<file path="src/hdl/tsm_pkg.sv">
package tsm_pkg;

  localparam int NUM_SAMPLES_DEF = 10;
  localparam int SAMPLE_BITS_DEF = 12;

  localparam int RANK_LO  = 3;
  localparam int RANK_MID = 4;
  localparam int RANK_HI  = 5;

endpackage

</file>
<file path="src/hdl/tsm_if.sv">
interface tsm_in_if
  import tsm_pkg::*;
#(
  parameter int SAMPLE_BITS = SAMPLE_BITS_DEF
);
  logic                   valid;
  logic                   ready;
  logic [SAMPLE_BITS-1:0] x_sample;
  logic [SAMPLE_BITS-1:0] y_sample;

  modport source (output valid, output x_sample, output y_sample, input ready);
  modport sink   (input valid, input x_sample, input y_sample, output ready);
endinterface

interface tsm_out_if
  import tsm_pkg::*;
#(
  parameter int SAMPLE_BITS = SAMPLE_BITS_DEF
);
  logic                   valid;
  logic                   ready;
  logic [SAMPLE_BITS-1:0] x_filtered;
  logic [SAMPLE_BITS-1:0] y_filtered;

  modport source (output valid, output x_filtered, output y_filtered, input ready);
  modport sink   (input valid, input x_filtered, input y_filtered, output ready);
endinterface

</file>
<file path="src/hdl/tsm_cell.sv">
module tsm_cell
  import tsm_pkg::*;
#(
  parameter int SAMPLE_BITS = SAMPLE_BITS_DEF
) (
  input  logic                   clk,
  input  logic                   en,
  input  logic                   valid,
  input  logic [SAMPLE_BITS-1:0] d,
  input  logic [SAMPLE_BITS-1:0] left_val,
  input  logic                   left_gt,
  output logic [SAMPLE_BITS-1:0] val_o,
  output logic                   gt_o
);

  logic [SAMPLE_BITS-1:0] val_r;
  logic                   take_d;

  // gt: this cell holds a larger value and moves one place right
  assign gt_o   = valid && (val_r > d);
  assign take_d = !left_gt && (gt_o || !valid);
  assign val_o  = val_r;

  always_ff @(posedge clk) begin
    if (en) begin
      if (left_gt) begin
        val_r <= left_val;
      end else if (take_d) begin
        val_r <= d;
      end
    end
  end

endmodule

</file>
<file path="src/hdl/tsm_chain.sv">
module tsm_chain
  import tsm_pkg::*;
#(
  parameter int NUM_SAMPLES = NUM_SAMPLES_DEF,
  parameter int SAMPLE_BITS = SAMPLE_BITS_DEF,
  localparam int CNT_W      = $clog2(NUM_SAMPLES)
) (
  input  logic                   clk,
  input  logic                   en,
  input  logic [CNT_W-1:0]       count,
  input  logic [SAMPLE_BITS-1:0] d,
  output logic [SAMPLE_BITS-1:0] rank_lo,
  output logic [SAMPLE_BITS-1:0] rank_mid,
  output logic [SAMPLE_BITS-1:0] rank_hi
);

  logic [SAMPLE_BITS-1:0] val [NUM_SAMPLES];
  logic                   gt  [NUM_SAMPLES];

  for (genvar i = 0; i < NUM_SAMPLES; i++) begin : g_cell
    logic                   cell_valid;
    logic [SAMPLE_BITS-1:0] left_val;
    logic                   left_gt;

    assign cell_valid = CNT_W'(i) < count;

    if (i == 0) begin : g_head
      assign left_val = d;
      assign left_gt  = 1'b0;
    end else begin : g_body
      assign left_val = val[i-1];
      assign left_gt  = gt[i-1];
    end

    tsm_cell #(
      .SAMPLE_BITS (SAMPLE_BITS)
    ) u_cell (
      .clk      (clk),
      .en       (en),
      .valid    (cell_valid),
      .d        (d),
      .left_val (left_val),
      .left_gt  (left_gt),
      .val_o    (val[i]),
      .gt_o     (gt[i])
    );
  end

  assign rank_lo  = val[RANK_LO];
  assign rank_mid = val[RANK_MID];
  assign rank_hi  = val[RANK_HI];

endmodule

</file>
<file path="src/hdl/tsm_div3.sv">
module tsm_div3
  import tsm_pkg::*;
#(
  parameter int SAMPLE_BITS = SAMPLE_BITS_DEF,
  localparam int SUM_W      = SAMPLE_BITS + 2
) (
  input  logic                   clk,
  input  logic [SUM_W-1:0]       sum_i,
  output logic [SAMPLE_BITS-1:0] q_o
);

  localparam int PROD_W = 2 * SUM_W;
  localparam logic [SUM_W-1:0] DIV_M = SUM_W'((64'd1 << SUM_W) / 64'd3);

  logic [PROD_W-1:0] prod_r;
  logic [SUM_W-1:0]  sum_d_r;
  logic [SUM_W-1:0]  q0;
  logic [SUM_W-1:0]  rem;
  logic [SUM_W-1:0]  q;

  always_ff @(posedge clk) begin
    prod_r  <= PROD_W'(sum_i) * PROD_W'(DIV_M);
    sum_d_r <= sum_i;
  end

  // reciprocal estimate is low by at most one
  always_comb begin
    q0  = prod_r[PROD_W-1:SUM_W];
    rem = sum_d_r - ((q0 << 1) + q0);
    q   = (rem >= SUM_W'(3)) ? q0 + SUM_W'(1) : q0;
  end

  assign q_o = q[SAMPLE_BITS-1:0];

endmodule

</file>
<file path="src/hdl/touch_sample_trimmed_mean_unit.sv">
// Takes one X/Y pair per cycle while ready; pairs are insertion-sorted into two cell rows.
// The result of a set passes sort, sum, multiply and correct registers after its last pair.
// A set of NUM_SAMPLES pairs gives one result word.
// The last pair of a set waits while the previous result is in flight or not yet taken.
// Reset clears the pair count and the pipeline valid flags; sample cells are not reset.
module touch_sample_trimmed_mean_unit
  import tsm_pkg::*;
#(
  parameter int NUM_SAMPLES = NUM_SAMPLES_DEF,
  parameter int SAMPLE_BITS = SAMPLE_BITS_DEF
) (
  input  logic       clk,
  input  logic       rst_n,
  tsm_in_if.sink     in_w,
  tsm_out_if.source  out_w
);

  localparam int CNT_W = $clog2(NUM_SAMPLES);
  localparam int SUM_W = SAMPLE_BITS + 2;

  logic [CNT_W-1:0]       count_r, count_nxt, cnt_eff;
  logic                   last_pair;
  logic                   accept;
  logic                   busy;
  logic                   fin_r, sum_v_r, mul_v_r, out_valid_r;
  logic [SUM_W-1:0]       sum_x_r, sum_y_r;
  logic [SAMPLE_BITS-1:0] x_lo, x_mid, x_hi, y_lo, y_mid, y_hi;
  logic [SAMPLE_BITS-1:0] x_q, y_q;
  logic [SAMPLE_BITS-1:0] x_out_r, y_out_r;

  always_comb begin
    cnt_eff   = ({1'b0, count_r} >= (CNT_W+1)'(NUM_SAMPLES)) ? '0 : count_r;
    last_pair = cnt_eff == CNT_W'(NUM_SAMPLES - 1);
    count_nxt = last_pair ? '0 : cnt_eff + CNT_W'(1);
  end

  assign busy       = fin_r || sum_v_r || mul_v_r || out_valid_r;
  assign in_w.ready = !(last_pair && busy);
  assign accept     = in_w.valid && in_w.ready;

  tsm_chain #(
    .NUM_SAMPLES (NUM_SAMPLES),
    .SAMPLE_BITS (SAMPLE_BITS)
  ) u_chain_x (
    .clk      (clk),
    .en       (accept),
    .count    (cnt_eff),
    .d        (in_w.x_sample),
    .rank_lo  (x_lo),
    .rank_mid (x_mid),
    .rank_hi  (x_hi)
  );

  tsm_chain #(
    .NUM_SAMPLES (NUM_SAMPLES),
    .SAMPLE_BITS (SAMPLE_BITS)
  ) u_chain_y (
    .clk      (clk),
    .en       (accept),
    .count    (cnt_eff),
    .d        (in_w.y_sample),
    .rank_lo  (y_lo),
    .rank_mid (y_mid),
    .rank_hi  (y_hi)
  );

  tsm_div3 #(
    .SAMPLE_BITS (SAMPLE_BITS)
  ) u_div_x (
    .clk   (clk),
    .sum_i (sum_x_r),
    .q_o   (x_q)
  );

  tsm_div3 #(
    .SAMPLE_BITS (SAMPLE_BITS)
  ) u_div_y (
    .clk   (clk),
    .sum_i (sum_y_r),
    .q_o   (y_q)
  );

  always_ff @(posedge clk) begin
    if (!rst_n) begin
      count_r     <= '0;
      fin_r       <= 1'b0;
      sum_v_r     <= 1'b0;
      mul_v_r     <= 1'b0;
      out_valid_r <= 1'b0;
    end else begin
      if (accept) begin
        count_r <= count_nxt;
      end
      fin_r   <= accept && last_pair;
      sum_v_r <= fin_r;
      mul_v_r <= sum_v_r;
      if (mul_v_r) begin
        out_valid_r <= 1'b1;
      end else if (out_w.ready) begin
        out_valid_r <= 1'b0;
      end
    end
  end

  always_ff @(posedge clk) begin
    if (fin_r) begin
      sum_x_r <= SUM_W'(x_lo) + SUM_W'(x_mid) + SUM_W'(x_hi);
      sum_y_r <= SUM_W'(y_lo) + SUM_W'(y_mid) + SUM_W'(y_hi);
    end
    if (mul_v_r) begin
      x_out_r <= x_q;
      y_out_r <= y_q;
    end
  end

  assign out_w.valid      = out_valid_r;
  assign out_w.x_filtered = x_out_r;
  assign out_w.y_filtered = y_out_r;

  a_one_in_flight: assert property (@(posedge clk) disable iff (!rst_n)
    $onehot0({fin_r, sum_v_r, mul_v_r, out_valid_r}))
    else $error("more than one result in flight");

  a_last_starts_pipe: assert property (@(posedge clk) disable iff (!rst_n)
    (accept && last_pair) |=> fin_r)
    else $error("last pair did not start result pipeline");

  a_count_range: assert property (@(posedge clk) disable iff (!rst_n)
    {1'b0, count_r} < (CNT_W+1)'(NUM_SAMPLES))
    else $error("pair count out of range");

  a_out_source: assert property (@(posedge clk) disable iff (!rst_n)
    $rose(out_valid_r) |-> $past(mul_v_r))
    else $error("result word without pipeline source");

endmodule
</file>
<file path="src/flat_wrapper.sv">
// flat-port wrapper written by rule: the top's interface ports become plain ports
module touch_sample_trimmed_mean_unit_flat import tsm_pkg::*;
#(
  parameter int NUM_SAMPLES = NUM_SAMPLES_DEF,
  parameter int SAMPLE_BITS = SAMPLE_BITS_DEF
)
  (clk, rst_n, in_w_valid, in_w_x_sample, in_w_y_sample, in_w_ready, out_w_valid, out_w_x_filtered, out_w_y_filtered, out_w_ready);
  tsm_in_if #(.SAMPLE_BITS(SAMPLE_BITS)) in_w_i ();
  tsm_out_if #(.SAMPLE_BITS(SAMPLE_BITS)) out_w_i ();
  input  logic clk;
  input  logic rst_n;
  input wire logic [$bits(in_w_i.valid)-1:0] in_w_valid;
  input wire logic [$bits(in_w_i.x_sample)-1:0] in_w_x_sample;
  input wire logic [$bits(in_w_i.y_sample)-1:0] in_w_y_sample;
  output wire logic [$bits(in_w_i.ready)-1:0] in_w_ready;
  output wire logic [$bits(out_w_i.valid)-1:0] out_w_valid;
  output wire logic [$bits(out_w_i.x_filtered)-1:0] out_w_x_filtered;
  output wire logic [$bits(out_w_i.y_filtered)-1:0] out_w_y_filtered;
  input wire logic [$bits(out_w_i.ready)-1:0] out_w_ready;
  assign in_w_i.valid = in_w_valid;
  assign in_w_i.x_sample = in_w_x_sample;
  assign in_w_i.y_sample = in_w_y_sample;
  assign in_w_ready = in_w_i.ready;
  assign out_w_valid = out_w_i.valid;
  assign out_w_x_filtered = out_w_i.x_filtered;
  assign out_w_y_filtered = out_w_i.y_filtered;
  assign out_w_i.ready = out_w_ready;
  touch_sample_trimmed_mean_unit #(.NUM_SAMPLES(NUM_SAMPLES), .SAMPLE_BITS(SAMPLE_BITS)) u_core (.clk(clk), .rst_n(rst_n), .in_w(in_w_i), .out_w(out_w_i));
endmodule
</file>
<file path="config.mk">
export PLATFORM = sky130hd
export DESIGN_NAME = touch_sample_trimmed_mean_unit_flat
export DESIGN_NICKNAME = d
export VERILOG_FILES = /design/src/hdl/tsm_pkg.sv /design/src/hdl/tsm_if.sv /design/src/hdl/tsm_cell.sv /design/src/hdl/tsm_chain.sv /design/src/hdl/tsm_div3.sv /design/src/hdl/touch_sample_trimmed_mean_unit.sv /design/src/flat_wrapper.sv
export SDC_FILE = /design/constraint.sdc
export NUM_CORES = 1
export LEC_CHECK = 0
export BUFFER_PORTS_ARGS = -buffer_cell sky130_fd_sc_hd__buf_2
export CORE_MARGIN = 4
export CORE_UTILIZATION = 65
export CTS_CLUSTER_SIZE = 20
export DETAILED_ROUTE_END_ITERATION = 12
export PLACE_DENSITY = 0.82
export SYNTH_ARGS = -nofsm -noshare
export SYNTH_HDL_FRONTEND = slang
export SYNTH_SLANG_ARGS = --single-unit
</file>
<file path="constraint.sdc">
create_clock -name clk -period 9 [get_ports clk]
set_input_delay 2.7 -clock clk [delete_from_list [all_inputs] [get_ports clk]]
set_output_delay 2.7 -clock clk [all_outputs]
set_load 0.005 [all_outputs]
</file>
==> results summary <==
TritonCTS built the clock tree. The via count of the first global-routing pass is about 16000. The total power after layout is 3.246 mW. Dividing total power by cell area gives a power density of ~140 nW/um^2. At the later pin of the worst-skew pair, clock insertion delay measures roughly 0.57 ns. The number of hold violations in the final report is 0.

The total number of vias is between 15000 and 20000. The setup path with the least slack is of type input port to flop. The number of hold-repair buffers added at the cts stage came out at 0. Once the clock tree was built, the resizer swapped 0 gates to a different size. The clock period could shrink to around 5.5 ns. The most used cell along the critical path is sky130_fd_sc_hd__o21ai_0.

Setup repair after global routing left no endpoint under its margin. The area overhead of the layout relative to synthesis came out at 7.801%. For this run, the number of standard cells in the final layout without fillers is between 2000 and 3000.

In this run the power spent charging and discharging nets is around 870 uW. The count of distinct cell types in the synthesized netlist is around 70. The first-pass GRT wire length came out at 75.71 mm. Post-CTS timing repair inserted 0 buffers for setup. The minimum hold slack came out at approximately 0.47 ns. The number of placement rows is 67. The arrival time of data at the critical path endpoint came out at 5.71 ns. The tightest slew margin relative to the limit came out at 0.1449. Grouping stages by cell kind, the critical path spends the most delay in compound AO/OA/AOI/OAI gates. The number of nets with antenna violations after routing came out at 0. The number of antenna violations at the first check in global routing came out at 0. The share of synthesized area occupied by flip-flops and latches is 0.3241. Leaving out fill and tap cells, the most frequent cells in the layout are sky130_fd_sc_hd__ha_1 (380), sky130_fd_sc_hd__inv_1 (312), sky130_fd_sc_hd__edfxtp_1 (196).

Using the TritonRoute via totals, the vias-per-cell ratio works out to between 5 and 6. The flow ran to the end, and the final reports show no timing, DRC or antenna violations. The fraction of the mapped netlist area in compound gates is 0.1081.

The total number of H-tree levels is 1. The count of buffers from port buffering is 53. The combined area of all synthesized cells is between 20000 and 25000 sq um. The pre-CTS worst setup slack is slightly below 3 ns. The number of top-level design ports came out at 54.

The clock tree buffer depth is 3. The peak per-stage delay on the critical path is 1.13 ns. The proportion of power drawn by flip-flops and latches is 0.438. The floorplan step set the die height to roughly 190 microns. The clock transition at the registers of the reported paths is 0.06 ns. The total setup violations reported at the end of the flow came out at 0.

The remaining global-route overflow is 0. For the final routed database, the setup TNS stands at 0 ns. The critical path buffer and inverter count came out at 2.

The final-stage net count is approximately 2600. The layout cell share with drive strength beyond 1 came out at 0.1058. Of the total synthesized cell area, the portion taken by XOR and XNOR cells is 0.04006. The cell count after synthesis came out at 2031. The fraction of the cycle the final worst path needs is 0.6166. The slowest stage of the critical path is the sky130_fd_sc_hd__a31oi_1 cell. The total nets after synthesis came out at ~2600. Counting every sink on the clock net gives about 260. The largest family of logic cells by synthesized area is adder cells. The finished layout cell area is approximately 24000 sq um. Summed over all layers, the routed wires come to about 46 mm. Of the total synthesized cell area, the portion taken by full adders, half adders and majority gates is 0.3309. Walking the worst path, the cells encountered are buf_2 > inv_1 > ha_1 > nor2b_1 > o21ai_0 > nand2b_1 > a21oi_1 > o31a_1 > o21ai_0 > nand3_1 > a31oi_1. The kind of end point of the critical path is a flop. The largest clock skew in the final design came out at slightly above 0.02 ns. The static power due to leakage came out at between 10 and 15 nW. The share of total power dissipated in combinational logic is 0.197. Of all nets on the critical path, the largest fanout is 13. The end-of-flow core utilization came out at 0.7087.

The number of iterations in the first detailed-routing pass is 5. In the routed design, unresolved DRC markers number 0. The worst-case IR drop observed on VDD is between 0.0002 and 0.00025 V. The floorplan step set the die width to about 190 microns. The number of flip-flops and latches in the synthesized netlist came out at ~260.

The post-synthesis average cell area came out at between 10 and 15 sq um. The violation count after the first detailed-routing iteration is 708. The overall global routing resource usage is 0.2532. The number of synthesized flops with an enable pin came out at about 200. The core outline area came out at ~33000 sq um. The mux cell area share after synthesis is 0.05269. The largest net degree at the start of global routing came out at 30. The cell-internal power is 2.378 mW. Buffers inserted during clock tree synthesis total 29. The buffer type at the clock tree root is sky130_fd_sc_hd__clkbuf_16. For this run, the top clock speed supported by timing is roughly 0.18 GHz. The weighted congestion at the end of routability-driven global placement came out at slightly above 0.9. For the pin with the worst max-slew slack, the measured transition is about 1.3 ns. For this run, the leading register cell type out of synthesis is sky130_fd_sc_hd__edfxtp_1. The share of total power dissipated in the clock network is 0.365. The smallest setup slack after layout is approximately 3.5 ns. The HPWL after detailed placement is between 30 and 40 mm.

The number of max-cap violations is 0. The number of slew-limit violations in the final report was 0. Of the total synthesized cell area, the portion taken by AND, OR, NAND and NOR gates is 0.08575. After detailed placement, the total cell area comes to ~23000 sq um. The initial utilization of the core area, before any placement, comes to 0.6574.

The Yosys step of the flow raised 0 warnings. The fraction of registers with async set or reset after synthesis is 0. The routed wirelength normalized by instance count is 17.81 microns. The switching share of power is 0.2675. The most common cell after layout, fill and taps aside is sky130_fd_sc_hd__ha_1. The worst min-delay path class is flop to flop.

The required arrival time at the worst endpoint came out at just over 9 ns. The floorplan step defined a die boundary enclosing between 30000 and 40000 sq um. The antenna diode instance count is 0.

The number of placed instances, taps included is ~2500. The type of origin of the critical path is an input port.
==> per-layer routing <==
metal	global-route usage	share of wire	up-vias
li1	-	-	7336
met1	0.3276	0.43	7318
met2	0.4551	0.50	371
met3	0.02817	0.045	76
met4	0.06519	0.024	0
met5	0	0	-
==> cell usage after synthesis, types with 51 or more instances <==
library cell,instances,area [sq um]
sky130_fd_sc_hd__dfxtp_1,62,1241
sky130_fd_sc_hd__mux2_2,98,1104
sky130_fd_sc_hd__nor2_1,67,251.5
sky130_fd_sc_hd__inv_1,312,1171
sky130_fd_sc_hd__edfxtp_1,196,5886
sky130_fd_sc_hd__xnor2_1,70,613.1
sky130_fd_sc_hd__o21ai_0,74,370.4
sky130_fd_sc_hd__ha_1,380,4755
sky130_fd_sc_hd__a21o_1,75,563.0
sky130_fd_sc_hd__fa_1,126,2522
sky130_fd_sc_hd__a21oi_1,89,445.4
sky130_fd_sc_hd__nand2_1,83,311.6
sky130_fd_sc_hd__nand4_1,51,319.1
==> logic make-up (layout without fill, tap and decap cells) <==
logic type,count (synthesis),in the layout
buffers and inverters,338,424
DFF,258,258
muxes,103,103
adders and majority gates,506,506
AOI/OAI and AO/OA,365,365
and+or+nand+nor,362,362
xor gates and xnor gates,99,99
==> worst paths after layout <==
check	start	slack, ns	cells after the start	endpoint
worst max-delay path	in_w_x_sample[1]	3.45	11	u_core.u_chain_x.g_cell[2].u_cell.val_o[5]$_DFFE_PP_
worst min-delay path	u_core.sum_v_r$_SDFF_PN0_	0.47	1	u_core.mul_v_r$_SDFF_PN0_
worst max register to register	u_core.sum_x_r[1]$_DFFE_PP_	3.65	17	u_core.u_div_x.prod_r[25]$_DFF_P_
worst min register to register	u_core.sum_v_r$_SDFF_PN0_	0.47	1	u_core.mul_v_r$_SDFF_PN0_
==> registers in the layout, summed over array words and instances (netlist names) <==
name                                  cells
u_core.u_div_y.sum_d_r                   14
u_core.sum_v_r                            1
u_core.u_div_y.prod_r                    13
u_core.out_w.y_filtered                  12
u_core.u_chain_y.g_cell.u_cell.val_o     72
u_core.sum_x_r                           14
u_core.u_div_x.sum_d_r                   14
u_core.count_r                            4
u_core.sum_y_r                           14
u_core.mul_v_r                            1
u_core.u_div_x.prod_r                    13
u_core.u_chain_x.g_cell.u_cell.val_o     72
u_core.out_w.x_filtered                  12
u_core.out_w.valid                        1
u_core.fin_r                              1
==> layout make-up <==
cell class / count / area [sq um]
clock buffer: 38 / 800.8
inverter: 312 / 1171
timing repair buffer: 58 / 302.8
multi-input combinational: 1435 / 13580
sequential: 258 / 7127
clock inverter: 16 / 163.9
fill: 2377 / 9743
tap: 448 / 560.5
==> power groups by stage <==
stage,Clock (mW),Sequential [mW],Combinational [mW]
2_1_floorplan,0,1.42,0.493
3_3_place_gp,0,1.44,0.601
3_5_place_dp,0,1.44,0.631
4_1_cts,1.20,1.42,0.638
5_1_grt,1.25,1.43,0.719
6_report,1.18,1.42,0.641
No activity file was read; power rests on OpenSTA's default activity.
